## src/bed_pkg.sv

```systemverilog
package bed_pkg;

  // Default longest pattern or query string
  localparam int DEF_MAX_LEN = 64;

  // Field and register widths
  localparam int SYM_W   = 32;
  localparam int THR_W   = 7;
  localparam int DIST_W  = 7;
  // Cell costs are capped at threshold + 1, which needs one more bit than threshold
  localparam int COST_W  = THR_W + 1;
  localparam int PADDR_W = 3;
  localparam int PDATA_W = 32;

  // Register map: word index taken from paddr[PADDR_W-1:2]
  localparam logic [PADDR_W-3:0] REG_THRESHOLD = '0;
  localparam logic [THR_W-1:0]   THR_RESET     = THR_W'(1);

  // Input item kinds
  localparam logic KIND_PATTERN = 1'b0;
  localparam logic KIND_QUERY   = 1'b1;

  typedef enum logic [1:0] {
    ST_IDLE,
    ST_SWEEP,
    ST_HOLD
  } state_t;

  // Wavefront handed from cell to cell: new cost of the column to the left,
  // its old cost (diagonal) and the running row minimum
  typedef struct packed {
    logic              vld;
    logic [COST_W-1:0] left;
    logic [COST_W-1:0] diag;
    logic [COST_W-1:0] rmin;
  } wave_t;

  // Row settings broadcast to all cells, held for one sweep
  typedef struct packed {
    logic [SYM_W-1:0]  sym;
    logic [COST_W-1:0] limit;
    logic              first;
  } row_ctl_t;

  // Width of a length or count that must hold MAX_LEN + 1
  function automatic int len_w(input int max_len);
    return $clog2(max_len + 2);
  endfunction

  // Width for sums of a length and the threshold
  function automatic int ext_w(input int max_len);
    int lw;
    lw = $clog2(max_len + 2);
    return ((lw > THR_W) ? lw : THR_W) + 1;
  endfunction

  function automatic logic [COST_W-1:0] cost_min(input logic [COST_W-1:0] a,
                                                 input logic [COST_W-1:0] b);
    return (a < b) ? a : b;
  endfunction

endpackage

```

## src/bed_cell.sv

```systemverilog
module bed_cell import bed_pkg::*; #(
  parameter int MAX_LEN = DEF_MAX_LEN,
  parameter int IDX     = 0
) (
  input  logic                        clk,
  input  logic                        rst,
  input  logic                        pat_we,
  input  logic [$clog2(MAX_LEN)-1:0]  pat_addr,
  input  logic [SYM_W-1:0]            pat_data,
  input  row_ctl_t                    ctl,
  input  logic [ext_w(MAX_LEN)-1:0]   lo,
  input  logic [ext_w(MAX_LEN)-1:0]   stop,
  input  logic [ext_w(MAX_LEN)-1:0]   m,
  input  wave_t                       wave_in,
  output wave_t                       wave_out
);

  localparam int EW = ext_w(MAX_LEN);
  localparam int AW = $clog2(MAX_LEN);
  localparam logic [EW-1:0] COL = EW'(IDX + 1);

  logic [SYM_W-1:0]  pat;
  logic [COST_W-1:0] cost;
  logic [COST_W-1:0] col_cap;
  logic [COST_W-1:0] old;
  logic [COST_W-1:0] up;
  logic [COST_W-1:0] sub;
  logic [COST_W-1:0] v;
  logic [COST_W-1:0] newc;
  logic              active;
  logic              in_band;
  wave_t             wave_nx;

  // Pattern symbol of this column
  always_ff @(posedge clk) begin
    if (pat_we && pat_addr == AW'(IDX)) begin
      pat <= pat_data;
    end
  end

  // One edit-cost cell of the banded row
  always_comb begin
    col_cap = (COL > EW'(ctl.limit)) ? ctl.limit : COL[COST_W-1:0];
    old     = ctl.first ? col_cap : cost;
    active  = (COL <= m);
    in_band = (COL >= lo) && (COL <= stop);
    up      = cost_min(old, wave_in.left) + COST_W'(1);
    sub     = (ctl.sym != pat) ? wave_in.diag + COST_W'(1) : wave_in.diag;
    v       = in_band ? cost_min(up, sub) : ctl.limit;
    newc    = cost_min(v, ctl.limit);
    wave_nx = wave_in;
    if (active) begin
      wave_nx.left = newc;
      wave_nx.diag = old;
      wave_nx.rmin = cost_min(wave_in.rmin, newc);
    end
  end

  // Keep the new cost for the next row
  always_ff @(posedge clk) begin
    if (wave_in.vld && active) begin
      cost <= newc;
    end
  end

  // Hand the wavefront to the next column
  always_ff @(posedge clk) begin
    wave_out <= wave_nx;
    if (rst) begin
      wave_out.vld <= 1'b0;
    end
  end

endmodule

```

## config.mk

```make
export PLATFORM = sky130hd
export DESIGN_NAME = bed_cell
export DESIGN_NICKNAME = d
export VERILOG_FILES = /design/src/bed_pkg.sv /design/src/bed_cell.sv
export SDC_FILE = /design/constraint.sdc
export NUM_CORES = 1
export LEC_CHECK = 0
export BUFFER_PORTS_ARGS = -buffer_cell sky130_fd_sc_hd__clkbuf_2
export CORE_ASPECT_RATIO = 0.8
export CORE_MARGIN = 3
export CORE_UTILIZATION = 50
export DETAILED_ROUTE_END_ITERATION = 8
export GPL_TIMING_DRIVEN = 0
export PLACE_DENSITY_LB_ADDON = 0.12
export SLEW_MARGIN = 0
export SYNTH_ARGS = -nofsm -noshare
export SYNTH_HDL_FRONTEND = slang
export SYNTH_SLANG_ARGS = --single-unit
```

## constraint.sdc

```tcl
create_clock -name clk -period 10.8 [get_ports clk]
set_clock_uncertainty 0.15 [all_clocks]
set_input_delay 0 -clock clk [delete_from_list [all_inputs] [get_ports clk]]
set_output_delay 0 -clock clk [all_outputs]
set_load 0.02 [all_outputs]
```

==> run metrics <==
outcome=complete, no violations; Via density=around 5.4; Fin. Hold Viols=0; pin count of the biggest net entering global routing=12; mean routed wirelength per cell=~16 um; Switching Fraction=28.3%; Routed Antenna Nets=0; fillers=between 500 and 600; number of buffers created by CTS=9; cell area after layout=between 0.006 and 0.007 mm2; Synth top cells by count=edfxtp_1 (40), nand2_1 (38), xor2_1 (34), ha_1 (30), inv_1 (30); Clk pwr share=between 30% and 40%; Tmin final=about 9.8 ns; register area share after synthesis=39.9%; Fin Setup TNS=0 ns; Die X=between 100 and 150 um; port bufs=approximately 150; Leak Pwr=2.80 nW; HP Start=ctl[7]; Critical Path AT=between 9 and 10 ns; ant diodes=0; Yosys Warn Count=0; Post-synth EDFFs=40; largest fanout on the critical path=10; Yosys reg bits=between 60 and 70; Post-Syn Nets=592; Clk pin slew, worst setup/hold paths=approximately 0.08 ns; Synth Area per Inst=roughly 10 um2; core area=0.00809 mm2; Mapped Area=~0.0043 mm2; placed cell area=0.00519 mm2; count leader, synth=edfxtp_1; Max VDD drop=between 0.07 and 0.08 mV; initial antenna violation count=0; Setup-failing EPs final=0; Detailed Routing Iterations Pass 1=5; final period utilization=approximately nine tenths; CP endpoint kind=flop; Final Max Tran Viols=0; slew margin rel.=53.0%; die area=between 0.009 and 0.01 mm2; Critical Path Source Type=flop; RSZ-0062 raised after global routing=no; CTS tree=yes; Worst path max stage delay=approximately 0.6 ns; clock latency on the worst-skew pair=~0.35 ns; clock root cell=clkbuf_8; achievable frequency=102 MHz; worst hold path class=primary input to flop; DP HPWL=9.56 mm; Setup CP Type=flop to flop; fraction of layout cells with a size suffix above 1=29.8%; Worst-Margin Slew=0.699 ns; pwr dens=118 mW/mm2; FP Rows=29; 1st-iter DRT viols=196; via count=4,275; top cell type's share of synthesized area=between 20% and 30%; IO Pins=156; grt ovf=0; post-CTS setup buffers=0; Critical Path Most Common Cell=a21oi_1; DRT Wirelength=around 13 mm; Final #Nets=between 800 and 900; total global-route track usage=28.2%; Die H=~89 um; vias in the first global route=4,429; Yosys top cell by area=edfxtp_1; Seq pwr share=approximately two fifths; Longest Clk Path Bufs=2; Syn Inst Count=between 400 and 500; DRC=0; Int Pwr=0.524 mW; CP required=10.94 ns; worst slack, placed=approximately 1.6 ns; first-pass GRT wire length=roughly 21 mm; Synth Flop Type=edfxtp_1; combinational power share=26.6%; Psw=between 0.2 and 0.25 mW; synth top area cells=edfxtp_1 (28%), dfxtp_1 (12%), ha_1 (8.8%); synth unique cells=63; Clock Sinks=between 60 and 70; CP max-delay cell=dlygate4sd3_1; GPL Wtd Cong=~0.93; final worst-path setup slack=about 1 ns; Layout area overhead=45.2%; H-tree depth=3; CP startpoint=cost[3]; FFs w/ async S/R, synth=0%; FF-to-FF Start=cost[3]; Initial Utilization=a little over half; # Max-Cap Violations=0; CTS-repair resized insts=0
[worst max-delay path, delay by kind of cell, from the launching register on]
kind | cells | cell delay [ns]
flops | 1 | 0.34
buf+inv | 1 | 0.59
mux | 1 | 0.39
simple gates | 8 | 1.83
fa+ha+maj | 4 | 1.11
compound gates | 20 | 5.32
[cell families after synthesis]
group	synth area share [%]
flops	39.9
buf+inv	3.64
fa+ha+maj	8.81
simple gates	16.7
mux	4.52
xor+xnor	9.04
compound gates	17.4
[metrics by stage]
stage	power, mW	cells	hold WS, ns	utilization (%)
floorplan	0.388	431	-0.0784	-
global placement	0.447	692	0.00688	63.8
detailed placement	0.450	695	0.0216	64.2
CTS	0.731	786	0.00706	76.4
global route	0.763	786	0.0404	76.4
finish	0.731	786	0.0132	76.4
[state kept, by name, summed over array words and instances (netlist names)]
| signal | flops |
|---|---|
| pat | 32 |
| wave_out | 25 |
| cost | 8 |
[power groups by stage]
stage          registers (mW)  logic, mW  clock network (mW)
6_report                0.279      0.194               0.257
2_1_floorplan           0.296     0.0917                   0
4_1_cts                 0.279      0.191               0.261
5_1_grt                 0.280      0.213               0.270
3_5_place_dp            0.284      0.166                   0
3_3_place_gp            0.284      0.163                   0
[worst paths after layout]
path	cells after the start	end	slack, ns
worst max-delay path	34	wave_out[7]	1.0
worst min-delay path	3	cost[6]	0.01
worst max register to register	34	wave_out[7]	1.0
worst min register to register	2	wave_out[9]	0.49
[routing by layer]
| metal | GRT usage (%) | wire (um) |
|---|---|---|
| met5 | 0 | 0 |
| met4 | 9.63 | 276 |
| met3 | 7.08 | 1000 |
| met2 | 45.8 | 5980 |
| met1 | 37.0 | 5690 |
[placed cells by master, fill, tap and decap left out, types with 9 or more instances in the layout]
master	instances
clkbuf_2	154
dlygate4sd3_1	75
edfxtp_1	40
nand2_1	38
xor2_1	34
inv_1	30
ha_1	30
nor2_1	27
dfxtp_1	25
o21ai_0	24
a21oi_1	21
nor4_1	13
xnor2_1	10
clkbuf_8	10
nand3_1	9
[timing repair]
item / CTS / global route
setup endpoints to repair: 0 / 0
hold buffers: 75 / 0
endpoints found under the hold margin: 70 / 0
[layout make-up]
class	count	area [um2]	area share [%]
Buffer	7	42.5	0.688
Clock buffer	11	141	2.29
Clock inverter	5	103	1.66
Inverter	30	113	1.82
Multi-Input combinational cell	329	2410	39.0
Sequential cell	65	1700	27.5
Tap cell	108	135	2.18
Timing Repair Buffer	231	1540	24.9
No activity file was read; power rests on OpenSTA's default activity.
