**src/bed_pkg.sv**
```systemverilog
package bed_pkg;

  // Default longest pattern or query string
  localparam int DEF_MAX_LEN = 64;

  // Field and register widths
  localparam int SYM_W   = 32;
  localparam int THR_W   = 7;
  localparam int DIST_W  = 7;
  // Cell costs are capped at threshold + 1, which needs one more bit than threshold
  localparam int COST_W  = THR_W + 1;
  localparam int PADDR_W = 3;
  localparam int PDATA_W = 32;

  // Register map: word index taken from paddr[PADDR_W-1:2]
  localparam logic [PADDR_W-3:0] REG_THRESHOLD = '0;
  localparam logic [THR_W-1:0]   THR_RESET     = THR_W'(1);

  // Input item kinds
  localparam logic KIND_PATTERN = 1'b0;
  localparam logic KIND_QUERY   = 1'b1;

  typedef enum logic [1:0] {
    ST_IDLE,
    ST_SWEEP,
    ST_HOLD
  } state_t;

  // Wavefront handed from cell to cell: new cost of the column to the left,
  // its old cost (diagonal) and the running row minimum
  typedef struct packed {
    logic              vld;
    logic [COST_W-1:0] left;
    logic [COST_W-1:0] diag;
    logic [COST_W-1:0] rmin;
  } wave_t;

  // Row settings broadcast to all cells, held for one sweep
  typedef struct packed {
    logic [SYM_W-1:0]  sym;
    logic [COST_W-1:0] limit;
    logic              first;
  } row_ctl_t;

  // Width of a length or count that must hold MAX_LEN + 1
  function automatic int len_w(input int max_len);
    return $clog2(max_len + 2);
  endfunction

  // Width for sums of a length and the threshold
  function automatic int ext_w(input int max_len);
    int lw;
    lw = $clog2(max_len + 2);
    return ((lw > THR_W) ? lw : THR_W) + 1;
  endfunction

  function automatic logic [COST_W-1:0] cost_min(input logic [COST_W-1:0] a,
                                                 input logic [COST_W-1:0] b);
    return (a < b) ? a : b;
  endfunction

endpackage

```
**src/bed_ctrl.sv**
```systemverilog
module bed_ctrl import bed_pkg::*; #(
  parameter int MAX_LEN = DEF_MAX_LEN
) (
  input  logic                        clk,
  input  logic                        rst,
  input  logic [THR_W-1:0]            threshold,
  input  logic                        item_valid,
  output logic                        item_stall,
  input  logic                        kind,
  input  logic [SYM_W-1:0]            symbol,
  input  logic                        last_of_string,
  output logic                        result_valid,
  input  logic                        result_stall,
  output logic [DIST_W-1:0]           distance,
  output logic                        exceeded,
  output logic                        too_long,
  output logic                        pat_we,
  output logic [$clog2(MAX_LEN)-1:0]  pat_addr,
  output logic [SYM_W-1:0]            pat_data,
  output row_ctl_t                    ctl,
  output logic [ext_w(MAX_LEN)-1:0]   lo,
  output logic [ext_w(MAX_LEN)-1:0]   stop,
  output logic [ext_w(MAX_LEN)-1:0]   m,
  output wave_t                       inject,
  input  wave_t                       chain_out
);

  localparam int LW = len_w(MAX_LEN);
  localparam int EW = ext_w(MAX_LEN);
  localparam int AW = $clog2(MAX_LEN);

  state_t state;
  state_t state_next;

  // Control state
  logic [LW-1:0]     pat_len;
  logic              ovf;
  logic              loading;
  logic [LW-1:0]     qcnt;
  logic              exc_flag;
  logic              inj_vld;

  // Row and result payload
  logic [COST_W-1:0] inj_left;
  logic [COST_W-1:0] inj_diag;
  logic [COST_W-1:0] row0;
  logic [THR_W-1:0]  cur_t;
  logic [EW-1:0]     cur_n;
  logic              cur_last;
  logic [DIST_W-1:0] pend_dist;
  logic              pend_exc;
  logic              pend_long;

  logic              accept;
  logic              out_free;
  logic              out_load;
  logic              is_query;

  // Pattern path
  logic [LW-1:0]     len_eff;
  logic              ovf_eff;

  // Query path
  logic [COST_W-1:0] limit;
  logic              first;
  logic              exc_eff;
  logic [LW-1:0]     n;
  logic [EW-1:0]     n_ext;
  logic [EW-1:0]     t_ext;
  logic [EW-1:0]     i_ext;
  logic [EW-1:0]     ipt;
  logic [EW-1:0]     lo_q;
  logic [EW-1:0]     stop_q;
  logic [EW-1:0]     r0_full;
  logic [COST_W-1:0] row0_new;
  logic [COST_W-1:0] row0_old;
  logic              too_long_hit;
  logic              len_hit;
  logic              do_sweep;
  logic              early_emit;

  // End of sweep
  logic              rmin_hit;
  logic              late_hit;
  logic              emit_end;
  logic              end_exc;
  logic [DIST_W-1:0] end_dist;

  assign accept   = item_valid && !item_stall;
  assign is_query = (kind == KIND_QUERY);
  assign out_free = !result_valid || !result_stall;
  assign m        = EW'(pat_len);
  assign inject   = '{vld: inj_vld, left: inj_left, diag: inj_diag, rmin: inj_left};

  // Pattern store write: a new pattern restarts at column zero
  always_comb begin
    len_eff  = loading ? pat_len : '0;
    ovf_eff  = loading && ovf;
    pat_we   = accept && !is_query && (len_eff < LW'(MAX_LEN));
    pat_addr = len_eff[AW-1:0];
    pat_data = symbol;
  end

  // Query symbol: checks and band limits of the new row
  always_comb begin
    limit        = COST_W'(threshold) + COST_W'(1);
    first        = (qcnt == '0);
    exc_eff      = !first && exc_flag;
    n            = (qcnt <= LW'(MAX_LEN)) ? qcnt + LW'(1) : qcnt;
    n_ext        = EW'(n);
    t_ext        = EW'(threshold);
    i_ext        = EW'(qcnt);
    too_long_hit = ovf || (n_ext > EW'(MAX_LEN));
    len_hit      = n_ext > m + t_ext;
    do_sweep     = !exc_eff && !too_long_hit && !len_hit;
    early_emit   = !exc_eff && (too_long_hit || len_hit);
    lo_q         = (i_ext > t_ext) ? i_ext - t_ext : '0;
    ipt          = i_ext + t_ext;
    stop_q       = (ipt < m) ? ipt : m;
    r0_full      = i_ext + EW'(1);
    row0_new     = (r0_full > EW'(limit)) ? limit : r0_full[COST_W-1:0];
    row0_old     = first ? '0 : row0;
  end

  // Row finished: early exceed on the row minimum, final check on the last symbol
  always_comb begin
    rmin_hit = chain_out.rmin > COST_W'(cur_t);
    late_hit = (m > cur_n + EW'(cur_t)) || (chain_out.left > COST_W'(cur_t));
    emit_end = rmin_hit || cur_last;
    end_exc  = rmin_hit || late_hit;
    end_dist = end_exc ? '0 : chain_out.left[DIST_W-1:0];
  end

  // State register
  always_ff @(posedge clk) begin
    if (rst) begin
      state <= ST_IDLE;
    end else begin
      state <= state_next;
    end
  end

  // Next state and handshake
  always_comb begin
    state_next = state;
    item_stall = 1'b1;
    out_load   = 1'b0;
    unique case (state)
      ST_IDLE: begin
        item_stall = 1'b0;
        if (item_valid && is_query) begin
          if (do_sweep) begin
            state_next = ST_SWEEP;
          end else if (early_emit) begin
            state_next = ST_HOLD;
          end
        end
      end
      ST_SWEEP: begin
        if (chain_out.vld) begin
          state_next = emit_end ? ST_HOLD : ST_IDLE;
        end
      end
      ST_HOLD: begin
        if (out_free) begin
          out_load   = 1'b1;
          state_next = ST_IDLE;
        end
      end
      default: state_next = ST_IDLE;
    endcase
  end

  // Control registers
  always_ff @(posedge clk) begin
    if (rst) begin
      pat_len      <= '0;
      ovf          <= 1'b0;
      loading      <= 1'b1;
      qcnt         <= '0;
      exc_flag     <= 1'b0;
      inj_vld      <= 1'b0;
      result_valid <= 1'b0;
    end else begin
      inj_vld <= accept && is_query && do_sweep;
      if (accept) begin
        if (!is_query) begin
          loading  <= !last_of_string;
          qcnt     <= '0;
          exc_flag <= 1'b0;
          pat_len  <= pat_we ? len_eff + LW'(1) : len_eff;
          ovf      <= pat_we ? ovf_eff : 1'b1;
        end else begin
          loading <= 1'b0;
          qcnt    <= last_of_string ? '0 : n;
          if (!do_sweep) begin
            exc_flag <= !last_of_string && (exc_eff || early_emit);
          end
        end
      end
      if (state == ST_SWEEP && chain_out.vld) begin
        exc_flag <= !cur_last && emit_end;
      end
      if (out_load) begin
        result_valid <= 1'b1;
      end else if (!result_stall) begin
        result_valid <= 1'b0;
      end
    end
  end

  // Row settings, pending result and output beat
  always_ff @(posedge clk) begin
    if (accept && is_query) begin
      if (do_sweep) begin
        ctl      <= '{sym: symbol, limit: limit, first: first};
        lo       <= lo_q;
        stop     <= stop_q;
        cur_t    <= threshold;
        cur_n    <= n_ext;
        cur_last <= last_of_string;
        inj_left <= row0_new;
        inj_diag <= row0_old;
        row0     <= row0_new;
      end
      pend_dist <= '0;
      pend_exc  <= !too_long_hit;
      pend_long <= too_long_hit;
    end
    if (state == ST_SWEEP && chain_out.vld) begin
      pend_dist <= end_dist;
      pend_exc  <= end_exc;
      pend_long <= 1'b0;
    end
    if (out_load) begin
      distance <= pend_dist;
      exceeded <= pend_exc;
      too_long <= pend_long;
    end
  end

  // The wavefront reaches the end of the row only during a sweep
  a_wave_in_sweep: assert property (@(posedge clk) disable iff (rst)
    chain_out.vld |-> state == ST_SWEEP)
    else $error("wavefront left the cell row outside a sweep");

  a_inject_once: assert property (@(posedge clk) disable iff (rst)
    inj_vld |=> !inj_vld && state == ST_SWEEP)
    else $error("row injected twice or outside a sweep");

  a_count_bounds: assert property (@(posedge clk) disable iff (rst)
    qcnt <= LW'(MAX_LEN + 1) && pat_len <= LW'(MAX_LEN))
    else $error("query count or pattern length out of range");

  a_result_flags: assert property (@(posedge clk) disable iff (rst)
    result_valid |-> !(exceeded && too_long) &&
                     ((!exceeded && !too_long) || distance == '0))
    else $error("result flags inconsistent");

endmodule

```
**config.mk**
```make
export PLATFORM = sky130hd
export DESIGN_NAME = bed_ctrl
export DESIGN_NICKNAME = d
export VERILOG_FILES = /design/src/bed_pkg.sv /design/src/bed_ctrl.sv
export SDC_FILE = /design/constraint.sdc
export NUM_CORES = 1
export LEC_CHECK = 0
export ABC_CLOCK_PERIOD_IN_PS = 7200
export BUFFER_PORTS_ARGS = -buffer_cell sky130_fd_sc_hd__buf_2
export CAP_MARGIN = 20
export CORE_AREA = 3 3 128 117
export DETAILED_ROUTE_END_ITERATION = 7
export DIE_AREA = 0 0 131 120
export PLACE_DENSITY = 0.9
export SLEW_MARGIN = 20
export SYNTH_ARGS = -nofsm -noshare
export SYNTH_HDL_FRONTEND = slang
export SYNTH_SLANG_ARGS = --single-unit
```
**constraint.sdc**
```tcl
create_clock -name clk -period 7.2 [get_ports clk]
set_input_delay 1.44 -clock clk [delete_from_list [all_inputs] [get_ports clk]]
set_output_delay 1.44 -clock clk [all_outputs]
set_load 0.01 [all_outputs]
```
==> results.yml, run 1 <==
timing:
  tightest_slew_ps: 973
  layout_min_cycle_time_ps: 4810
  period_share_pct: 66.8
  fmax_mhz: 208
  finalMaxSlewViolations: 0
  rsz0062_at_grt: "false"
  setup_tns_ps: 0
  fin_skew_ps: 8.44
  setup_viol: 0
  hold_viol_final: 0
  slew_headroom_pct: 35.2
layout:
  drive_gt1_share_pct: 30.4
  syn2layout_area_growth_pct: 20.7
  regArea_um2: 3590
  mostFrequentLayoutCell: "buf_2"
  antennaDiodeCount: 0
  multi_input_area_um2: 3090
  final_cell_mix: "200 x buf_2, 105 x edfxtp_1, 74 x ha_1"
  fin_nets: 954
  nFillCells: 1080
setup_path:
  worstSetupPathType: "in2reg"
  r2r_cells: 15
  worstReg2RegStart: "qcnt[0]"
  critPathLaunchType: "input port"
  critPathMaxStageDelay_ps: 560
  slowest_stage: "buf_6"
  cp_data_arrival_time_ps: 4850
  worstPathRequired_ps: 7240
  cp-end-kind: "register"
  reg2reg_to: "stop[4]"
  path_max_fanout: 88
  path_cells: "buf_2 -> ha_1 -> fa_1 -> a21o_1 -> a21oi_1 -> o21bai_1 -> a21oi_1 -> xor2_1 -> ha_1 -> nand3_1 -> o221ai_1 -> a31oi_1 -> o21ai_2 -> nand2b_4 -> or2_1 -> clkinv_2 -> buf_6"
  r2r_slack_ps: 3060
cts:
  clk-insertion-delay-late_ps: 420
  numCtsBuffers: 17
  clock-sinks: 127
  path_clk_slew_ps: 60
  h-tree-depth: 4
  cts_resized: 0
  cts_hold_buf: 0
  cts_max_path_buffers: 2
  clock-root-buffer: "clkbuf_16"
  cts_tree: "done"
  cts_setup_buffers: 0
die:
  fp.dieW_um: 131
  dieHeight_um: 120
  io_pins: 210
  row_count: 41
  fp.dieArea_um2: 15700
  core_area_um2: 13900
  initial_core_util_pct: 52.1
power_and_ir_drop:
  clkPwrFrac_pct: 45.3
  powerDensity_nw_per_um2: 222
  swShare_pct: 24.3
  p_seq_share_pct: 43.5
  comb_power_share_pct: 11.2
  peakVddDrop_mv: 0.166
  leakage_nw: 3.92
  p_int_w: 0.00147
  finalPower_w: 0.00194
  power.switching_w: 0.000472
logic_synthesis:
  ys.warnings.count: 0
  synth-main-ff-cell: "edfxtp_1"
  synth_seq_cells: 127
  syn_area_um2: 7240
  synth_edf_count: 105
  synthCells: 640
  synth_seq_area_share_pct: 49.6
  synth_cell_types: 61
  async_flop_share_pct: 0
  synth.avg_cell_area_um2: 11.3
placed_design:
  portBuffers: 200
  post-dp-hpwl_um: 12400
  place_congestion: 0.883
route:
  antenna_left: 0
  routed_wl_um: 17000
  drcViolationCount: 0
  drtIter0Drc: 267
  vias: 5437
  vias_per_cell: 5.37
  wl_per_cell_um: 16.8
  drt-pass1-iter-count: 4
grt:
  grt_usage_pct: 21.7
  grt.overflow.total: 0
  grt_antenna_before_repair: 0
  grt_pass1_wl_um: 26400
  grt_start_max_net_pins: 89
  grt_pass1_vias: 5461
job:
  cap_viol_max_count: 0
hold_path:
  min_to: "distance[2]"
  hold_depth: 0
  hold_class: "reg2reg"
  hold_start: "pend_dist[2]"
outcome:
  status: "complete, no violations"
logic make-up (layout without fill, tap and decap cells):
family                     count (synthesis)  after routing  synth area share [%]
and+or+nand+nor                          161            161                  11.6
DFF                                      127            127                  49.6
AOI/OAI and AO/OA                        118            118                  10.5
buffers and inverters                    105            283                  7.76
adders and majority gates                 78             78                  13.9
xor gates and xnor gates                  33             33                  3.99
muxes                                     17             17                  2.58
other                                      1              2                0.0518
worst max-delay path, delay by kind of cell:
kind	cells	cell delay, ps
and+or+nand+nor	3	430
AOI/OAI and AO/OA	7	980
buffers and inverters	3	800
xor gates and xnor gates	1	90
adders and majority gates	3	980
metal layers:
layer | track usage, % | wire length [um] | vias to the layer above
li1 | - | - | 2597
met1 | 25.1 | 6600 | 2530
met2 | 35.4 | 8290 | 256
met3 | 7.03 | 1400 | 54
met4 | 11.8 | 671 | 0
met5 | 0 | 0 | -
synth_stat cells (13+ instances only):
cell,instances,area (um^2)
buf_4,42,315
inv_1,50,188
and2_1,21,131
xnor2_1,20,175
nand2_1,27,101
ha_1,74,926
nor3_1,13,65.1
nand3_1,18,90.1
o21ai_0,13,65.1
dfxtp_1,22,440
edfxtp_1,105,3150
nor2_1,41,154
xor2_1,13,114
a21oi_1,33,165
power groups by stage:
stage          sequential (W)  combinational, W  clock, W
2_1_floorplan        0.000870          0.000128         0
3_3_place_gp         0.000858          0.000206         0
3_5_place_dp         0.000860          0.000215         0
4_1_cts              0.000845          0.000217  0.000895
5_1_grt              0.000847          0.000241  0.000928
6_report             0.000844          0.000217  0.000878
state kept, by name, summed over array words and instances (netlist names), 2 cells and up:
register,cells
ctl,41
cur_n,7
cur_t,7
distance,7
inj_diag,8
lo,8
pat_len,7
pend_dist,7
qcnt,7
row0,8
state,2
stop,8
per-stage QoR:
| stage | hold WS [ps] | utilization (%) | worst slack (ps) | cell area [um^2] | instances |
|---|---|---|---|---|---|
| final | 420 | 62.8 | 2390 | 8730 | 1012 |
| after global routing | 427 | 62.8 | 2110 | 8730 | 1012 |
| after CTS | 420 | 62.8 | 2190 | 8730 | 1012 |
| after detailed placement | 406 | 58.4 | 1730 | 8120 | 980 |
| after global placement | 403 | 58.4 | 1830 | 8120 | 980 |
| after floorplan | 400 | - | 1350 | 7240 | 641 |
how the worst max path moves through the flow:
stage,from,endpoint,slack [ps],cells after the start
6_report,threshold[0],stop[4],2390,17
5_1_grt,threshold[0],stop[4],2110,17
4_1_cts,threshold[0],stop[4],2190,17
3_5_place_dp,threshold[0],row0[2],1730,17
3_3_place_gp,threshold[0],lo[1],1830,16
2_1_floorplan,threshold[0],ctl[0],1350,15
layout make-up:
cell class | count | area share [%]
clock inverter | 15 | 2.13
multi-input combinational | 409 | 35.3
inverter | 50 | 2.16
timing repair buffer | 201 | 11.6
sequential | 127 | 41.1
clock buffer | 17 | 4.87
tap | 193 | 2.76
(Power assumes the default switching activity.)
==> run 2: changes to the inputs <==
--- a/config.mk
+++ b/config.mk
@@ -5,7 +5,7 @@
 export SDC_FILE = /design/constraint.sdc
 export NUM_CORES = 1
 export LEC_CHECK = 0
-export ABC_CLOCK_PERIOD_IN_PS = 7200
+export ABC_CLOCK_PERIOD_IN_PS = 4500
 export BUFFER_PORTS_ARGS = -buffer_cell sky130_fd_sc_hd__buf_2
 export CAP_MARGIN = 20
 export CORE_AREA = 3 3 128 117
==> constraint.sdc (replaced) <==
create_clock -name clk -period 4.5 [get_ports clk]
set_input_delay 0.9 -clock clk [delete_from_list [all_inputs] [get_ports clk]]
set_output_delay 0.9 -clock clk [all_outputs]
set_load 0.01 [all_outputs]
==> run 2 against run 1 <==
Hold slack gained 2.0 ps. Sequential power grew 60%. Sequential share of layout area shrank 0.58 points. Critical path depth shrank 1. Power grew 64%. Critical path type unchanged. Critical endpoint is now ctl[3]. Largest cell class unchanged. Largest power group unchanged.
==> results.yml, run 2 (same netlist as run 1, synthesis figures left out) <==
cts:
  cts_tree: "done"
  clock-root-buffer: "clkbuf_16"
  cts_resized: 0
  clk-insertion-delay-late_ps: 420
  cts_hold_buf: 0
  clock-sinks: 127
  path_clk_slew_ps: 60
  h-tree-depth: 4
  numCtsBuffers: 17
  cts_setup_buffers: 0
  cts_max_path_buffers: 2
route:
  wl_per_cell_um: 16.9
  antenna_left: 0
  drcViolationCount: 0
  drt-pass1-iter-count: 5
  vias_per_cell: 5.38
  routed_wl_um: 17200
  drtIter0Drc: 340
  vias: 5479
job:
  cap_viol_max_count: 0
layout:
  largest_reg_flops: 41
  multi_input_area_um2: 3110
  final_cell_mix: "200 x buf_2, 105 x edfxtp_1, 73 x ha_1"
  regArea_um2: 3590
  largest-register: "ctl"
  mostFrequentLayoutCell: "buf_2"
  drive_gt1_share_pct: 31.4
  antennaDiodeCount: 0
  fin_nets: 960
  syn2layout_area_growth_pct: 22.4
  nFillCells: 1050
grt:
  grt_start_max_net_pins: 34
  grt_pass1_wl_um: 26400
  grt_antenna_before_repair: 0
  grt_pass1_vias: 5313
  grt_usage_pct: 21.9
  grt.overflow.total: 0
setup_path:
  cp_data_arrival_time_ps: 3950
  cp-end-kind: "register"
  reg2reg_to: "ctl[3]"
  r2r_cells: 14
  worstPathRequired_ps: 4610
  path_max_fanout: 33
  worstSetupPathType: "in2reg"
  slowest_stage: "fa_2"
  path_cells: "buf_2 -> ha_4 -> fa_2 -> a21o_1 -> a21oi_2 -> o21bai_1 -> a21oi_1 -> xor2_1 -> ha_1 -> o221ai_1 -> a31oi_1 -> o21ai_2 -> nand2b_4 -> or2_4 -> clkinvlp_4 -> buf_12"
  r2r_slack_ps: 660
  critPathMaxStageDelay_ps: 390
  critPathLaunchType: "input port"
  startpoint: "threshold[0]"
  worstReg2RegStart: "qcnt[0]"
  endpoint: "ctl[3]"
timing:
  hold_ws_ps: 422
  finalMaxSlewViolations: 0
  fin_skew_ps: 14.2
  hold_viol_final: 0
  setup_tns_ps: 0
  tightest_slew_ps: 927
  setup_ws_ps: 661
  layout_min_cycle_time_ps: 3840
  setup_viol: 0
  slew_headroom_pct: 38.2
  period_share_pct: 85.3
  rsz0062_at_grt: "false"
  fmax_mhz: 261
power_and_ir_drop:
  leakage_nw: 3.96
  peakVddDrop_mv: 0.247
  powerDensity_nw_per_um2: 358
  finalPower_w: 0.00317
hold_path:
  hold_class: "reg2reg"
placed_design:
  place_congestion: 0.899
  preCtsSetupSlack_ps: 318
  portBuffers: 200
  post-dp-hpwl_um: 12600
die:
  fp.dieW_um: 131
  dieHeight_um: 120
  row_count: 41
  core_area_um2: 13900
  fp.dieArea_um2: 15700
  initial_core_util_pct: 52.1
  io_pins: 210
outcome:
  status: "complete, no violations"
## run 2: changes by cell type in the layout (fill, tap and decap cells not counted), moves of 2 or more
cell        delta
buf_4          +4
buf_12         +3
clkinv_2       -3
clkinvlp_4     +3
inv_6          +2
inv_8          -2
## run 2: per-layer routing
metal	vias to the layer above	global-route usage, %	wire (um)
met5	-	0	0
met4	0	9.45	425
met3	37	5.79	1270
met2	232	35.9	8450
li1	2600	-	-
met1	2610	26.9	7010
## run 2: worst max-delay path: cells and delay by family
kind | cells | cell delay (ps)
AO/OA/AOI/OAI | 7 | 1040
XOR/XNOR | 1 | 190
adder cells (fa/ha/maj) | 3 | 860
buffers and inverters | 3 | 600
AND/OR/NAND/NOR | 2 | 320
## run 2: power by group
group / internal, W / leakage, nW / total (W) / switching, W
clock network: 0.000933 / 0.297 / 0.00147 / 0.000533
registers: 0.00133 / 1.15 / 0.00135 / 0.0000229
logic: 0.000148 / 2.51 / 0.000356 / 0.000207
total: 0.00241 / 3.96 / 0.00317 / 0.000763
## run 2: cell type report
class                           count  share of cell area, %
Sequential cell                   127                   40.6
Multi-Input combinational cell    409                   35.1
Timing Repair Buffer              207                   12.3
Clock buffer                       17                   4.80
Tap cell                          193                   2.73
Clock inverter                     15                   2.34
Inverter                           50                   2.16
## run 2: per-stage QoR
stage | cells | utilization (%) | instance area (um^2)
after CTS | 1018 | 63.7 | 8860
after detailed placement | 986 | 59.2 | 8230
after floorplan | 641 | - | 7270
after global routing | 1018 | 63.7 | 8860
final | 1018 | 63.7 | 8860
after global placement | 986 | 59.2 | 8230
## run 2: worst min path at each step
stage	cells past startpoint	endpoint	slack, ps	from
after floorplan	0	distance[0]	400	pend_dist[0]
after global routing	0	distance[1]	430	pend_dist[1]
after global placement	0	distance[6]	400	pend_dist[6]
after CTS	0	distance[4]	420	pend_dist[4]
final	0	distance[4]	420	pend_dist[4]
after detailed placement	0	distance[4]	410	pend_dist[4]
